$ cat src/rtl/core/pdc_pkg.sv
`default_nettype none
// ----------------------------------------------------------------------------
// pdc_pkg: shared types for the packet deframer with checksum check
// Item structures for both channels and the frame position codes.
// ----------------------------------------------------------------------------
package pdc_pkg;

    // One input item: a wire byte and its start-of-packet marker.
    typedef struct packed {
        logic [7:0] rx_byte;
        logic       packet_start;
    } t_in_item;

    // One result item: a passed-through data byte or an end-of-packet summary.
    typedef struct packed {
        logic        is_summary;
        logic [7:0]  payload_byte;
        logic [7:0]  packet_id;
        logic [7:0]  payload_length;
        logic [31:0] stamp;
        logic        checksum_ok;
    } t_out_item;

    // Position inside the frame: which byte is expected next.
    typedef enum logic [3:0] {
        POS_IDLE   = 4'd0,
        POS_LEN    = 4'd1,
        POS_TS0    = 4'd2,
        POS_TS1    = 4'd3,
        POS_TS2    = 4'd4,
        POS_TS3    = 4'd5,
        POS_CHK_LO = 4'd6,
        POS_CHK_HI = 4'd7,
        POS_DATA   = 4'd8
    } t_pos;

endpackage
`default_nettype wire

$ cat src/rtl/core/pdc_in_if.sv
`default_nettype none
// ----------------------------------------------------------------------------
// pdc_in_if: input byte channel
// Carries valid, ready and one input item from source to sink.
// ----------------------------------------------------------------------------
interface pdc_in_if;
    import pdc_pkg::*;

    logic     valid;
    logic     ready;
    t_in_item data;

    modport source (output valid, output data, input ready);
    modport sink   (input valid, input data, output ready);
endinterface
`default_nettype wire

$ cat src/rtl/core/pdc_out_if.sv
`default_nettype none
// ----------------------------------------------------------------------------
// pdc_out_if: result channel
// Carries valid, ready and one result item from source to sink.
// ----------------------------------------------------------------------------
interface pdc_out_if;
    import pdc_pkg::*;

    logic      valid;
    logic      ready;
    t_out_item data;

    modport source (output valid, output data, input ready);
    modport sink   (input valid, input data, output ready);
endinterface
`default_nettype wire

$ cat src/rtl/core/packet_deframer_checksum_check_top.sv
`default_nettype none
// Pipeline: an accepted input item is held in the input register; the result
// item it produces, if any, is then written to the result register, and an
// item waits in the input register while the sink stalls.
// Throughput: one input item per cycle while the sink does not stall; the frame state updates in one pass.
// Reset: synchronous, active low; no packet is open, sums and held fields are
// cleared and both pipeline registers are empty.
// ----------------------------------------------------------------------------
// packet_deframer_checksum_check_top: packet deframer with checksum check
// Parses id, length, timestamp and checksum header bytes, passes data bytes
// through and closes each packet with a summary carrying a checksum match flag.
// ----------------------------------------------------------------------------
module packet_deframer_checksum_check_top (
    input  wire logic  i_clk,
    input  wire logic  i_rst_n,
    pdc_in_if.sink     i_in,
    pdc_out_if.source  o_out
);
    import pdc_pkg::*;

    // Pipeline registers.
    logic      r_in_valid;
    t_in_item  r_in_item;
    logic      r_out_valid;
    t_out_item r_out_item;

    // Frame state.
    t_pos        r_pos, n_pos;
    logic [7:0]  r_remaining, n_remaining;
    logic [7:0]  r_low_sum, n_low_sum;
    logic [7:0]  r_high_sum, n_high_sum;
    logic [7:0]  r_id, n_id;
    logic [7:0]  r_length, n_length;
    logic [31:0] r_stamp, n_stamp;
    logic [15:0] r_check, n_check;

    // Result of the current pass.
    logic      n_emit;
    t_out_item n_out;

    logic       s2_go;
    logic [7:0] b;
    logic       start;
    logic [7:0] add_low;
    logic [7:0] add_high;
    logic [7:0] rem_dec;

    // Handshake: the second stage moves when the result register is free.
    assign s2_go       = r_in_valid && (!r_out_valid || o_out.ready);
    assign i_in.ready  = !r_in_valid || s2_go;
    assign o_out.valid = r_out_valid;
    assign o_out.data  = r_out_item;

    assign b        = r_in_item.rx_byte;
    assign start    = r_in_item.packet_start;
    assign add_low  = r_low_sum + b;
    assign add_high = r_high_sum + add_low;
    assign rem_dec  = r_remaining - 8'd1;

    // Next frame position.
    always_comb begin
        n_pos = r_pos;
        if (start) begin
            n_pos = POS_LEN;
        end else begin
            case (r_pos)
                POS_LEN:    n_pos = POS_TS0;
                POS_TS0:    n_pos = POS_TS1;
                POS_TS1:    n_pos = POS_TS2;
                POS_TS2:    n_pos = POS_TS3;
                POS_TS3:    n_pos = POS_CHK_LO;
                POS_CHK_LO: n_pos = POS_CHK_HI;
                POS_CHK_HI: n_pos = (r_remaining == 8'd0) ? POS_IDLE : POS_DATA;
                POS_DATA:   n_pos = (rem_dec == 8'd0) ? POS_IDLE : POS_DATA;
                default:    n_pos = POS_IDLE;
            endcase
        end
    end

    // Sums, held header fields and remaining count.
    always_comb begin
        n_remaining = r_remaining;
        n_low_sum   = r_low_sum;
        n_high_sum  = r_high_sum;
        n_id        = r_id;
        n_length    = r_length;
        n_stamp     = r_stamp;
        n_check     = r_check;
        if (start) begin
            // A start marker opens a fresh packet and drops any open one.
            n_remaining = 8'd0;
            n_low_sum   = b;
            n_high_sum  = b;
            n_id        = b;
            n_length    = 8'd0;
            n_stamp     = 32'd0;
            n_check     = 16'd0;
        end else begin
            case (r_pos)
                POS_LEN: begin
                    n_length    = b;
                    n_remaining = b;
                    n_low_sum   = add_low;
                    n_high_sum  = add_high;
                end
                POS_TS0: begin
                    n_stamp[7:0] = r_stamp[7:0] | b;
                    n_low_sum    = add_low;
                    n_high_sum   = add_high;
                end
                POS_TS1: begin
                    n_stamp[15:8] = r_stamp[15:8] | b;
                    n_low_sum     = add_low;
                    n_high_sum    = add_high;
                end
                POS_TS2: begin
                    n_stamp[23:16] = r_stamp[23:16] | b;
                    n_low_sum      = add_low;
                    n_high_sum     = add_high;
                end
                POS_TS3: begin
                    n_stamp[31:24] = r_stamp[31:24] | b;
                    n_low_sum      = add_low;
                    n_high_sum     = add_high;
                end
                POS_CHK_LO: n_check[7:0]  = b;
                POS_CHK_HI: n_check[15:8] = b;
                POS_DATA: begin
                    n_low_sum   = add_low;
                    n_high_sum  = add_high;
                    n_remaining = rem_dec;
                end
                default: ;
            endcase
        end
    end

    // Result item for this pass.
    always_comb begin
        n_emit               = 1'b0;
        n_out.is_summary     = 1'b0;
        n_out.payload_byte   = 8'd0;
        n_out.packet_id      = r_id;
        n_out.payload_length = r_length;
        n_out.stamp          = r_stamp;
        n_out.checksum_ok    = 1'b0;
        if (!start) begin
            case (r_pos)
                POS_CHK_HI: begin
                    // Empty packet closes on the checksum high byte.
                    if (r_remaining == 8'd0) begin
                        n_emit            = 1'b1;
                        n_out.is_summary  = 1'b1;
                        n_out.checksum_ok = (r_low_sum == r_check[7:0]) &&
                                            (r_high_sum == b);
                    end
                end
                POS_DATA: begin
                    n_emit             = 1'b1;
                    n_out.payload_byte = b;
                    // The last data byte rides in the summary itself.
                    if (rem_dec == 8'd0) begin
                        n_out.is_summary  = 1'b1;
                        n_out.checksum_ok = (add_low == r_check[7:0]) &&
                                            (add_high == r_check[15:8]);
                    end
                end
                default: ;
            endcase
        end
    end

    // Input register.
    always_ff @(posedge i_clk) begin
        if (!i_rst_n) begin
            r_in_valid <= 1'b0;
        end else if (i_in.valid && i_in.ready) begin
            r_in_valid <= 1'b1;
        end else if (s2_go) begin
            r_in_valid <= 1'b0;
        end
    end

    always_ff @(posedge i_clk) begin
        if (i_in.valid && i_in.ready) begin
            r_in_item <= i_in.data;
        end
    end

    // Frame state and result register.
    always_ff @(posedge i_clk) begin
        if (!i_rst_n) begin
            r_pos       <= POS_IDLE;
            r_remaining <= 8'd0;
            r_low_sum   <= 8'd0;
            r_high_sum  <= 8'd0;
            r_id        <= 8'd0;
            r_length    <= 8'd0;
            r_stamp     <= 32'd0;
            r_check     <= 16'd0;
            r_out_valid <= 1'b0;
        end else if (s2_go) begin
            r_pos       <= n_pos;
            r_remaining <= n_remaining;
            r_low_sum   <= n_low_sum;
            r_high_sum  <= n_high_sum;
            r_id        <= n_id;
            r_length    <= n_length;
            r_stamp     <= n_stamp;
            r_check     <= n_check;
            r_out_valid <= n_emit;
        end else if (o_out.ready) begin
            r_out_valid <= 1'b0;
        end
    end

    always_ff @(posedge i_clk) begin
        if (s2_go && n_emit) begin
            r_out_item <= n_out;
        end
    end

    // A data-byte item never carries a match flag.
    a_ok_only_in_summary: assert property (@(posedge i_clk) disable iff (!i_rst_n)
        r_out_valid && !r_out_item.is_summary |-> !r_out_item.checksum_ok)
        else $error("checksum_ok set on a data-byte item");

    // A summary always closes the packet.
    a_summary_closes: assert property (@(posedge i_clk) disable iff (!i_rst_n)
        s2_go && n_emit && n_out.is_summary |=> r_pos == POS_IDLE)
        else $error("packet still open after its summary");

    // While data flows, at least one data byte is still expected.
    a_data_count: assert property (@(posedge i_clk) disable iff (!i_rst_n)
        r_pos == POS_DATA |-> r_remaining != 8'd0)
        else $error("data position with no bytes remaining");

    // A held input item is not lost while the second stage stalls.
    a_in_held: assert property (@(posedge i_clk) disable iff (!i_rst_n)
        r_in_valid && !s2_go |=> r_in_valid && $stable(r_in_item))
        else $error("stalled input item dropped or changed");

endmodule
`default_nettype wire

$ cat src/flat_wrapper.sv
// flat-port wrapper written by rule: the top's interface ports become plain ports
module packet_deframer_checksum_check_top_flat import pdc_pkg::*;
  (i_clk, i_rst_n, i_in_valid, i_in_data, i_in_ready, o_out_valid, o_out_data, o_out_ready);
  pdc_in_if i_in_i ();
  pdc_out_if o_out_i ();
  input  wire logic i_clk;
  input  wire logic i_rst_n;
  input wire logic [$bits(i_in_i.valid)-1:0] i_in_valid;
  input wire logic [$bits(i_in_i.data)-1:0] i_in_data;
  output wire logic [$bits(i_in_i.ready)-1:0] i_in_ready;
  output wire logic [$bits(o_out_i.valid)-1:0] o_out_valid;
  output wire logic [$bits(o_out_i.data)-1:0] o_out_data;
  input wire logic [$bits(o_out_i.ready)-1:0] o_out_ready;
  assign i_in_i.valid = i_in_valid;
  assign i_in_i.data = i_in_data;
  assign i_in_ready = i_in_i.ready;
  assign o_out_valid = o_out_i.valid;
  assign o_out_data = o_out_i.data;
  assign o_out_i.ready = o_out_ready;
  packet_deframer_checksum_check_top u_core (.i_clk(i_clk), .i_rst_n(i_rst_n), .i_in(i_in_i), .o_out(o_out_i));
endmodule
$ cat config.mk
export PLATFORM = sky130hd
export DESIGN_NAME = packet_deframer_checksum_check_top_flat
export DESIGN_NICKNAME = d
export VERILOG_FILES = /design/src/rtl/core/pdc_pkg.sv /design/src/rtl/core/pdc_in_if.sv /design/src/rtl/core/pdc_out_if.sv /design/src/rtl/core/packet_deframer_checksum_check_top.sv /design/src/flat_wrapper.sv
export SDC_FILE = /design/constraint.sdc
export NUM_CORES = 1
export LEC_CHECK = 0
export BUFFER_PORTS_ARGS = -buffer_cell sky130_fd_sc_hd__buf_2
export CORE_AREA = 5 5 126 128
export DETAILED_ROUTE_END_ITERATION = 7
export DIE_AREA = 0 0 131 133
export PLACE_DENSITY = 0.71
export SLEW_MARGIN = 10
export SYNTH_ARGS = -nofsm -noshare
export SYNTH_HDL_FRONTEND = slang
export SYNTH_SLANG_ARGS = --single-unit
$ cat constraint.sdc
create_clock -name i_clk -period 7.67 [get_ports i_clk]
set_input_delay 0.767 -clock i_clk [delete_from_list [all_inputs] [get_ports i_clk]]
set_output_delay 0.767 -clock i_clk [all_outputs]
set_load 0.02 [all_outputs]
==> impl_results.md, run 1 <==
- Final worst-path cycle share: 0.574
- Setup crit end kind: flip-flop
- CP Max Fanout: 12
- Power Density: 244 mW/mm2
- Fin crit period: 4.41 ns
- Outcome: complete, no violations
- Fraction of layout cells with a size suffix above 1: 0.149
- Max VDD drop: 0.000173 V
- I/O Buffers: 72
- Clock root cell: clkbuf_16
- Fin area: 0.00817 mm2
- Fin nets: 806
- Post-DR wirelength/cell: 17.5 um
- Setup TNS Final: 0 ns
- Fillers: 1298
- DRC viols: 0
- P&R area growth vs syn: 13.8%
- Clock sink count: 161
- Routed vias/inst: 5.61
- Antenna violations before repair: 0
- Synth warn: 0
- Clk_lat worst skew: 0.43 ns
- H-Tree Depth: 4
- Peak Freq: 227 MHz
- RSZ-0062 raised after global routing: no
- Chip width: 131 um
- Setup violators final: 0
- Syn Area/Cell: 9.89 um2
- Worst Hold Class: reg -> reg
- Worst endpoint required time: 7.94 ns
- Share of synthesized registers carrying an async set or reset: 0
- Drt pass-1 iters: 5
- WL final: 17.0 mm
- Final ANT Viol Nets: 0
- Number of cell rows: 45
- GRT Residual Overflow: 0
- Post-cts sizing count: 0
- Crit path kind: reg -> reg
- Sequential area share after synthesis: 0.542
- Pwr Total: 1.99 mW
- Yosys cell types: 63
- HPWL after DPL: 11.6 mm
- Clock Power Share: 0.411
- Vias in the first global route: 5073
- Synthesis-stage register bit count: 161
- Area leader, netlist: edfxtp_1
- CP Launch Type: flip-flop
- Max-cap violations: 0
- Slew @ Worst Pin: 1.11 ns
- I/O pin cnt: 73
- Pint: 1.47 mW
- First-pass GRT wire length: 26.5 mm
- Final Max Tran Viols: 0
- Post-CTS Setup Bufs: 0
- Total GRT Usage: 0.199
- Core ar.: 0.0148 mm2
- Synth top area share: 0.280
- Synth top area cells: edfxtp_1 28%, dfxtp_1 26%, a21oi_1 5.4%, nor2_1 5.1%, xnor2_1 3.7%
- Final hold vios: 0
- Placement Cell Area: 0.00759 mm2
- Chip Height: 133 um
- Netlist Area Pre-Place: 0.00718 mm2
- EDFF count, synth: 67
- Maximum clock path buffer count: 2
- Vias: 5460
- Combinational Power Share: 0.116
- Diode count: 0
- Gp weighted congestion: 0.907
- Clock slew at reported path FFs: 0.07 ns
- Die footprint: 0.0174 mm2
- P_leak: 3.21 nW
- Max-slew headroom: 0.256
- Hold-fix buffers at CTS: 0
- Psw: 0.519 mW
- Switching Fraction: 0.261
- Synth Instances: 726
- Initial core utilization: 0.487
- Fin Clk Skew: 0.00977 ns
- Predominant post-synthesis flop cell: dfxtp_1
- Largest net degree at the start of global routing: 59
- Crit path DAT: 4.67 ns
- Initial detailed-routing violation count: 428
- Sequential power share: 0.473
- CTS tree: built
- Num CTS Buffers: 17
- Syn_nets: 759
## worst max-delay path, cell delays in order (launching register included)
cell	delay, ns
edfxtp_1	0.58
ha_1	0.32
fa_1	0.47
a211oi_1	0.30
o21bai_1	0.21
a21oi_1	0.21
xnor2_1	0.11
ha_1	0.49
nor2b_1	0.10
a211oi_2	0.22
a21oi_1	0.07
or4_1	0.53
nor4_1	0.30
nand4_1	0.13
o22ai_1	0.20
## layer usage
| layer | share of wire | global-route usage | vias up |
|---|---|---|---|
| met2 | 0.49 | 0.318 | 196 |
| met1 | 0.42 | 0.259 | 2574 |
| li1 | - | - | 2660 |
| met3 | 0.063 | 0.0424 | 30 |
| met5 | 0 | 0 | - |
| met4 | 0.027 | 0.0880 | 0 |
## stage by stage
stage	util	std cells	setup slack, ns	hold slack, ns
2_1_floorplan	-	726	1.49	0.408
3_3_place_gp	0.515	942	3.45	0.415
3_5_place_dp	0.515	942	3.34	0.413
4_1_cts	0.554	974	3.31	0.427
5_1_grt	0.554	974	2.84	0.440
6_report	0.554	974	3.26	0.430
## registers in the layout, indices dropped and copies added, names as in the netlist
name and cells:
u_core.o_out.data 58, u_core.r_stamp 32, u_core.r_check 16, u_core.b 8, u_core.r_high_sum 8, u_core.r_id 8
u_core.r_length 8, u_core.r_low_sum 8, u_core.r_remaining 8, u_core.r_pos 4, u_core.o_out.valid 1, u_core.r_in_valid 1
u_core.start 1
## cells in the final DEF, fill, tap and decap left out, drive strengths merged, types with 4 or more instances in the layout
master,instances
xnor2,30
nand2b,6
nand4,7
clkbuf,20
xor2,16
buf,75
nand3,18
nor2,98
o31ai,4
nor3,12
a21oi,79
nor3b,4
nand2,67
mux2i,5
a31oi,10
or3,4
and2,10
dfxtp,94
a21o,5
nor4,4
a211oi,8
o21ai,34
nor2b,21
clkinv,6
inv,14
edfxtp,67
a22oi,9
ha,18
## worst paths after layout
check             cells past startpoint  slack (ns)                    end            from
hold reg to reg                       0        0.43  u_core.o_out.data[47]  u_core.r_id[6]
setup / recovery                     14        3.26   u_core.o_out.data[0]     u_core.b[0]
setup reg to reg                     14        3.26   u_core.o_out.data[0]     u_core.b[0]
hold / removal                        0        0.43  u_core.o_out.data[47]  u_core.r_id[6]
## cell type report
cell class / count / area, um2 / area share
Clock buffer: 20 / 457 / 0.0559
Clock inverter: 12 / 123 / 0.0150
Inverter: 10 / 37.5 / 0.00459
Multi-Input combinational cell: 508 / 3040 / 0.372
Sequential cell: 161 / 3890 / 0.476
Tap cell: 188 / 235 / 0.0288
Timing Repair Buffer: 75 / 383 / 0.0469
## Yosys cell counts (2+ instances only)
cell,n
buf_4,2
edfxtp_1,67
o211ai_1,3
a21o_1,5
nor4b_1,3
o21ai_1,2
o21ai_0,32
a32oi_1,3
or3_1,4
o21a_1,2
or4_1,2
a211oi_1,7
o31ai_1,3
nand3_1,18
a31oi_1,10
nand4_1,7
nand2_1,67
nand2b_1,6
nor2_1,97
fa_1,2
xnor2_1,30
buf_6,4
and2_1,10
o31a_1,2
nor2b_1,21
ha_1,18
nor4_1,4
a2111oi_0,3
nor3_1,12
nor3b_1,4
xor2_1,16
a22oi_1,9
buf_2,9
a21oi_2,2
dfxtp_1,94
clkbuf_1,31
a21oi_1,77
mux2i_1,5
inv_1,9
## cells by family (layout without fill, tap and decap cells)
group           count (synthesis)  in the layout  synth area share
flops                         161            161             0.542
buf+inv                        57            117            0.0373
compound gates                172            172             0.145
fa+ha+maj                      20             20            0.0369
simple gates                  263            263             0.171
xor+xnor                       47             47            0.0594
mux                             6              6           0.00854
## power groups by stage
stage,Clock [mW],Combinational [mW],Sequential [mW]
floorplan,0,0.196,0.940
global placement,0,0.224,0.958
detailed placement,0,0.228,0.959
CTS,0.834,0.230,0.941
global route,0.871,0.256,0.943
finish,0.818,0.231,0.942
Power figures use the tool's default switching activity.
==> inputs of run 2 (changes only) <==
--- a/config.mk
+++ b/config.mk
@@ -5,11 +5,12 @@
 export SDC_FILE = /design/constraint.sdc
 export NUM_CORES = 1
 export LEC_CHECK = 0
+export ABC_AREA = 1
 export BUFFER_PORTS_ARGS = -buffer_cell sky130_fd_sc_hd__buf_2
 export CORE_AREA = 5 5 126 128
 export DETAILED_ROUTE_END_ITERATION = 7
 export DIE_AREA = 0 0 131 133
-export PLACE_DENSITY = 0.71
+export PLACE_DENSITY = 0.73
 export SLEW_MARGIN = 10
 export SYNTH_ARGS = -nofsm -noshare
 export SYNTH_HDL_FRONTEND = slang
==> constraint.sdc (replaced) <==
create_clock -name i_clk -period 4.05 [get_ports i_clk]
set_input_delay 0.405 -clock i_clk [delete_from_list [all_inputs] [get_ports i_clk]]
set_output_delay 0.405 -clock i_clk [all_outputs]
set_load 0.02 [all_outputs]
==> run 2 against run 1 <==
Net effect:
- area after synthesis decreased by 0.98%
- power increased by 95%
- fmax rose by 29%
- sequential share of layout area is 0.38 points lower
- clock-buffer cell count is 2 lower
- core utilization up 0.45 points
- combinational power grew 97%
- global-route usage grew 0.23 points
- worst setup slack worse by 2.6 ns
- sequential cell count stayed put
- non-clock buffer count up 5
- critical path type unchanged
==> impl_results.md, run 2 <==
- Number of cell rows: 45
- Placed cells: 1059
- Slew @ Worst Pin: 0.875 ns
- Area leader, netlist: edfxtp_1
- Layout Cells excl Fill: 1091
- Routed vias/inst: 5.16
- Setup crit end kind: flip-flop
- Chip width: 131 um
- Met2 wire len: 8.12 mm
- Simple-Gate Fraction of Synth Area: 0.180
- Pint: 2.87 mW
- P&R area growth vs syn: 15.8%
- Setup TNS Final: 0 ns
- Synth warn: 0
- Max-slew headroom: 0.416
- Chip Height: 133 um
- Worst Hold Class: in -> reg
- Crit-path max cell delay: 0.53 ns
- Final core utilization: 0.558
- CP Max Fanout: 9
- Max-cap violations: 0
- Compound-Gate Fraction of Synth Area: 0.126
- Pwr Total: 3.89 mW
- Yosys cell types: 38
- WL met3: 888 um
- EDFF count, synth: 67
- Syn Area/Cell: 8.67 um2
- DRC viols: 0
- Fin Clk Skew: 0.0154 ns
- Antenna violations before repair: 0
- CP Launch Type: flip-flop
- Crit path kind: reg -> reg
- Final Max Tran Viols: 0
- Post-synth top cells: 188 x nand2_1, 114 x inv_1, 96 x a21oi_1, 94 x dfxtp_1, 67 x edfxtp_1
- Setup slack after layout: 0.635 ns
- Maximum clock path buffer count: 2
- Vias: 5630
- Core ar.: 0.0148 mm2
- Post-synthesis mux area share: 0
- Fin area: 0.00824 mm2
- Fillers: 1309
- Largest family of logic cells by synthesized area: simple AND/OR/NAND/NOR gates
- Clock slew at reported path FFs: 0.06 ns
- Uppermost routed layer: met4
- Netlist Area Pre-Place: 0.00711 mm2
- Outcome: complete, no violations
- Largest net degree at the start of global routing: 41
- Most instantiated library cell after synthesis: nand2_1
- Power Density: 472 mW/mm2
- Fin crit period: 3.41 ns
- Post-DR wirelength/cell: 15.4 um
- I/O Buffers: 72
- Die footprint: 0.0174 mm2
- Syn_nets: 853
- WHS: 0.157 ns
- Fin nets: 923
- CTS tree: built
- Synth Area in Adders: 0.0373
- Most common cell after layout, fill and taps aside: nand2_1
- Final hold vios: 0
- Predominant post-synthesis flop cell: dfxtp_1
- Max VDD drop: 0.000387 V
- Clock Power Share: 0.423
- Sequential power share: 0.460
- Setup violators final: 0
- Switching Fraction: 0.261
- Share of synthesized registers carrying an async set or reset: 0
- Final ANT Viol Nets: 0
- Final worst-path cycle share: 0.843
- Num CTS Buffers: 17
- Placement Cell Area: 0.00763 mm2
- WL final: 16.8 mm
- H-Tree Depth: 4
- Combinational Power Share: 0.117
- Dpl ws: 0.610 ns
- Clock root cell: clkbuf_16
- HPWL after DPL: 11.5 mm
- Gp weighted congestion: 0.924
- Post-cts sizing count: 0
- Synth top area cells: edfxtp_1 28%, dfxtp_1 26%, nand2_1 9.9%, a21oi_1 6.8%, inv_1 6.0%
- CP delay by family, top: adder cells
- Peak Freq: 293 MHz
- Diode count: 0
- GRT Residual Overflow: 0
- Post-CTS Setup Bufs: 0
- Critical-path cell list: ha_1 -> fa_1 -> nand3_1 -> nand2_1 -> nand2_1 -> nand2_1 -> nand2_1 -> nand2_1 -> xor2_1 -> ha_1 -> a21oi_1 -> a21boi_0 -> nand3_1 -> nand3_1 -> nand2_1 -> nand3_1 -> a21oi_2
- Bufs and invs on worst path: 0
- Synth top area share: 0.283
- I/O pin cnt: 73
- First-pass GRT wire length: 27.4 mm
- Psw: 1.01 mW
- P_leak: 3.45 nW
- Commonest non-fill, non-tap cells in the layout: 188 x nand2_1, 113 x inv_1, 96 x a21oi_1
- Fraction of layout cells with a size suffix above 1: 0.144
- Worst endpoint required time: 4.23 ns
- Sequential area share after synthesis: 0.547
- Post-synthesis xor/xnor area fraction: 0.0266
- Slowest CP cell: edfxtp_1
- Vias in the first global route: 5516
- Clk_lat worst skew: 0.43 ns
- Clock sink count: 161
- Initial core utilization: 0.482
- Drt pass-1 iters: 5
- RSZ-0062 raised after global routing: no
- Synthesis-stage register bit count: 161
- Largest register FFs: 58
- Synth Instances: 820
- Crit path DAT: 3.59 ns
- Routed met1 length: 7.39 mm
- Initial detailed-routing violation count: 503
- Hold-fix buffers at CTS: 0
- Total GRT Usage: 0.201
- Most frequent CP cell: nand2_1
run 2: changes by cell type in the layout (fill, tap and decap cells not counted), sizes merged, moves of 19 or more:
cell   before  now
nor2       98   49
nand3      18   41
a21oi      79   98
nor2b      21    0
nand2      67  189
xnor2      30   11
o21ai      34   53
inv        14  122
run 2: per-layer routing:
metal | GRT usage | up-vias
met5 | 0 | -
met3 | 0.0388 | 23
met4 | 0.0829 | 0
li1 | - | 2843
met1 | 0.262 | 2610
met2 | 0.327 | 154
run 2: area by class of cell:
type | instances | area, um2 | share of cell area
inverters | 118 | 448 | 0.0544
repair buffers | 80 | 420 | 0.0510
well taps | 188 | 235 | 0.0286
clock inverters | 14 | 180 | 0.0219
clock buffers | 18 | 429 | 0.0521
multi-input cells | 512 | 2630 | 0.319
flip-flops and latches | 161 | 3890 | 0.473
run 2: cells by family after synthesis:
kind of cell,after synthesis
buf+inv,147
xor+xnor,20
flops,161
fa+ha+maj,20
simple gates,303
compound gates,169
run 2: worst register-to-register path, stage by stage, from the launching register on:
cell and delay [ns]:
edfxtp_1 0.53, ha_1 0.32, fa_1 0.47, nand3_1 0.13
nand2_1 0.06, nand2_1 0.07, nand2_1 0.05, nand2_1 0.05
nand2_1 0.08, xor2_1 0.17, ha_1 0.36, a21oi_1 0.19
a21boi_0 0.27, nand3_1 0.13, nand3_1 0.10, nand2_1 0.05
nand3_1 0.09, a21oi_2 0.05
run 2: power by group through the flow:
| stage | Combinational, mW | Sequential, mW | Clock (mW) |
|---|---|---|---|
| 6_report | 0.454 | 1.79 | 1.64 |
| 5_1_grt | 0.520 | 1.80 | 1.73 |
| 4_1_cts | 0.451 | 1.79 | 1.66 |
| 3_5_place_dp | 0.447 | 1.82 | 0 |
| 3_3_place_gp | 0.439 | 1.82 | 0 |
| 2_1_floorplan | 0.363 | 1.79 | 0 |
run 2: path summary, 6_finish.rpt:
path | start | endpoint | slack, ns | cells past startpoint
setup reg to reg | u_core.b[0] | u_core.o_out.data[0] | 0.64 | 17
hold / removal | i_in_data[3] | u_core.b[2] | 0.16 | 1
setup / recovery | u_core.b[0] | u_core.o_out.data[0] | 0.64 | 17
hold reg to reg | u_core.r_stamp[15] | u_core.o_out.data[16] | 0.42 | 0
==> inputs of run 3 (changes only) <==
==> constraint.sdc (replaced) <==
create_clock -name i_clk -period 2.8 [get_ports i_clk]
set_input_delay 0.28 -clock i_clk [delete_from_list [all_inputs] [get_ports i_clk]]
set_output_delay 0.28 -clock i_clk [all_outputs]
set_load 0.02 [all_outputs]
==> run 3 against run 2 <==
Net effect:
- the flow now finishes with violations (setup timing)
- sequential cell count did not move
- fmax rose by 20%
- critical path depth fell by 1
==> impl_results.md, run 3 (synthesized netlist as in run 2, its figures left out) <==
- GRT Residual Overflow: 0
- Worst R2R Start: u_core.b[0]
- Combinational Power Share: 0.142
- Post-DR wirelength/cell: 15.1 um
- DRC viols: 0
- Chip Height: 133 um
- CP delay by family, top: simple AND/OR/NAND/NOR gates
- Fin crit period: 2.84 ns
- Most frequent CP cell: nand2_1
- Psw: 1.52 mW
- Slowest CP cell: edfxtp_1
- Number of cell rows: 45
- Chip width: 131 um
- Hold path endpoint: u_core.b[4]
- Vias: 5812
- Met2 wire len: 8.37 mm
- Routed vias/inst: 5.18
- RR Endpoint: u_core.o_out.data[0]
- CP Max Fanout: 4
- Die footprint: 0.0174 mm2
- CP Launch Type: flip-flop
- Largest register FFs: 58
- HP Start: i_in_data[5]
- Critical-path cell list: ha_2 -> fa_2 -> nand3_1 -> nand3b_1 -> nand2_1 -> inv_2 -> ha_1 -> a21oi_1 -> nand2_1 -> nand2_1 -> nand2_1 -> or2_2 -> nand3_1 -> nor2_1 -> nand3_1 -> a21oi_2
- Max-slew headroom: 0.445
- Failing checks: setup timing
- Fin nets: 955
- Clock Power Share: 0.405
- Largest net degree at the start of global routing: 40
- Final Max Tran Viols: 0
- H-Tree Depth: 4
- Routed met1 length: 7.16 mm
- Antenna violations before repair: 0
- Initial detailed-routing violation count: 513
- P&R area growth vs syn: 20.5%
- RSZ-0062 raised after global routing: yes
- Outcome: complete, but fails checks
- Clock sink count: 161
- Fin Clk Skew: 0.0105 ns
- Most common cell after layout, fill and taps aside: nand2_1
- Diode count: 0
- Drt pass-1 iters: 5
- Clock root cell: clkbuf_16
- WHS Path Cells: 1
- R2R setup slack: -0.04 ns
- Power Density: 662 mW/mm2
- First-pass GRT wire length: 27.0 mm
- P_leak: 3.60 nW
- Final ANT Viol Nets: 0
- Layout Cells excl Fill: 1123
- WL met3: 984 um
- Clock slew at reported path FFs: 0.07 ns
- Pint: 4.16 mW
- Setup slack after layout: -0.0371 ns
- Slew @ Worst Pin: 0.831 ns
- Peak Freq: 352 MHz
- Core ar.: 0.0148 mm2
- Crit path kind: reg -> reg
- Uppermost routed layer: met4
- Commonest non-fill, non-tap cells in the layout: 187 x nand2_1, 111 x inv_1, 94 x dfxtp_1
- I/O pin cnt: 73
- Fillers: 1255
- Vias in the first global route: 5444
- Bufs and invs on worst path: 1
- I/O Buffers: 72
- WL final: 17.0 mm
- Final worst-path cycle share: 1.01
- Setup violators final: 1
- Worst Hold Class: in -> reg
- Final hold vios: 0
- Crit path DAT: 3.01 ns
- Sequential power share: 0.453
- Worst endpoint required time: 2.98 ns
- HPWL after DPL: 12.0 mm
- CTS tree: built
- Fraction of layout cells with a size suffix above 1: 0.191
- Num CTS Buffers: 17
- Gp weighted congestion: 0.977
- Initial core utilization: 0.482
- Max VDD drop: 0.000404 V
- Maximum clock path buffer count: 2
- WHS: 0.0227 ns
- Setup crit end kind: flip-flop
- Placed cells: 1088
- Depth of the worst register-to-register path: 16
- Switching Fraction: 0.268
- Crit path from: u_core.b[0]
- Dpl ws: -0.177 ns
- Total GRT Usage: 0.198
- Max-cap violations: 0
- Clk_lat worst skew: 0.43 ns
- Crit-path max cell delay: 0.40 ns
run 3: metal layers:
layer / global-route usage / vias up
met5: 0 / -
li1: - / 2897
met2: 0.330 / 178
met1: 0.251 / 2704
met4: 0.0709 / 0
met3: 0.0416 / 33
run 3: power groups by stage:
stage | combinational (mW) | clock [mW] | sequential, mW
final | 0.808 | 2.30 | 2.57
after global routing | 0.894 | 2.43 | 2.58
after CTS | 0.781 | 2.32 | 2.57
after global placement | 0.750 | 0 | 2.62
after detailed placement | 0.759 | 0 | 2.62
after floorplan | 0.536 | 0 | 2.60
run 3: cell type report:
cell class	count	area, um2	area share
Inverter	118	448	0.0523
Sequential cell	161	3890	0.454
Multi-Input combinational cell	512	2730	0.318
Clock buffer	17	425	0.0496
Tap cell	188	235	0.0274
Clock inverter	15	158	0.0184
Timing Repair Buffer	112	686	0.0800
run 3: metrics by stage:
stage	TNS, ns	area [um2]	utilization	total power, mW
2_1_floorplan	0	7140	-	3.13
3_3_place_gp	-0.133	7900	0.535	3.37
3_5_place_dp	-0.177	7900	0.535	3.38
4_1_cts	-0.0972	8510	0.577	5.67
5_1_grt	-0.291	8570	0.581	5.90
6_report	-0.0371	8570	0.581	5.68
run 3: what timing repair did:
action / 4_1_cts / 5_1_grt
cloned: 0 / 0
setup endpoints to repair: 1 / 2
buffers inserted: 1 / 2
pin swaps: 6 / 6
hold buffers: 0 / 0
gates resized for setup: 5 / 7
run 3: worst max path at each step:
| stage | cells past startpoint | endpoint | slack [ns] |
|---|---|---|---|
| after floorplan | 16 | u_core.o_out.data[0] | 0.002 |
| after global placement | 17 | u_core.o_out.data[0] | -0.13 |
| after detailed placement | 17 | u_core.o_out.data[0] | -0.18 |
| after CTS | 16 | u_core.o_out.data[0] | -0.1 |
| after global routing | 16 | u_core.o_out.data[0] | -0.29 |
| final | 16 | u_core.o_out.data[0] | -0.04 |
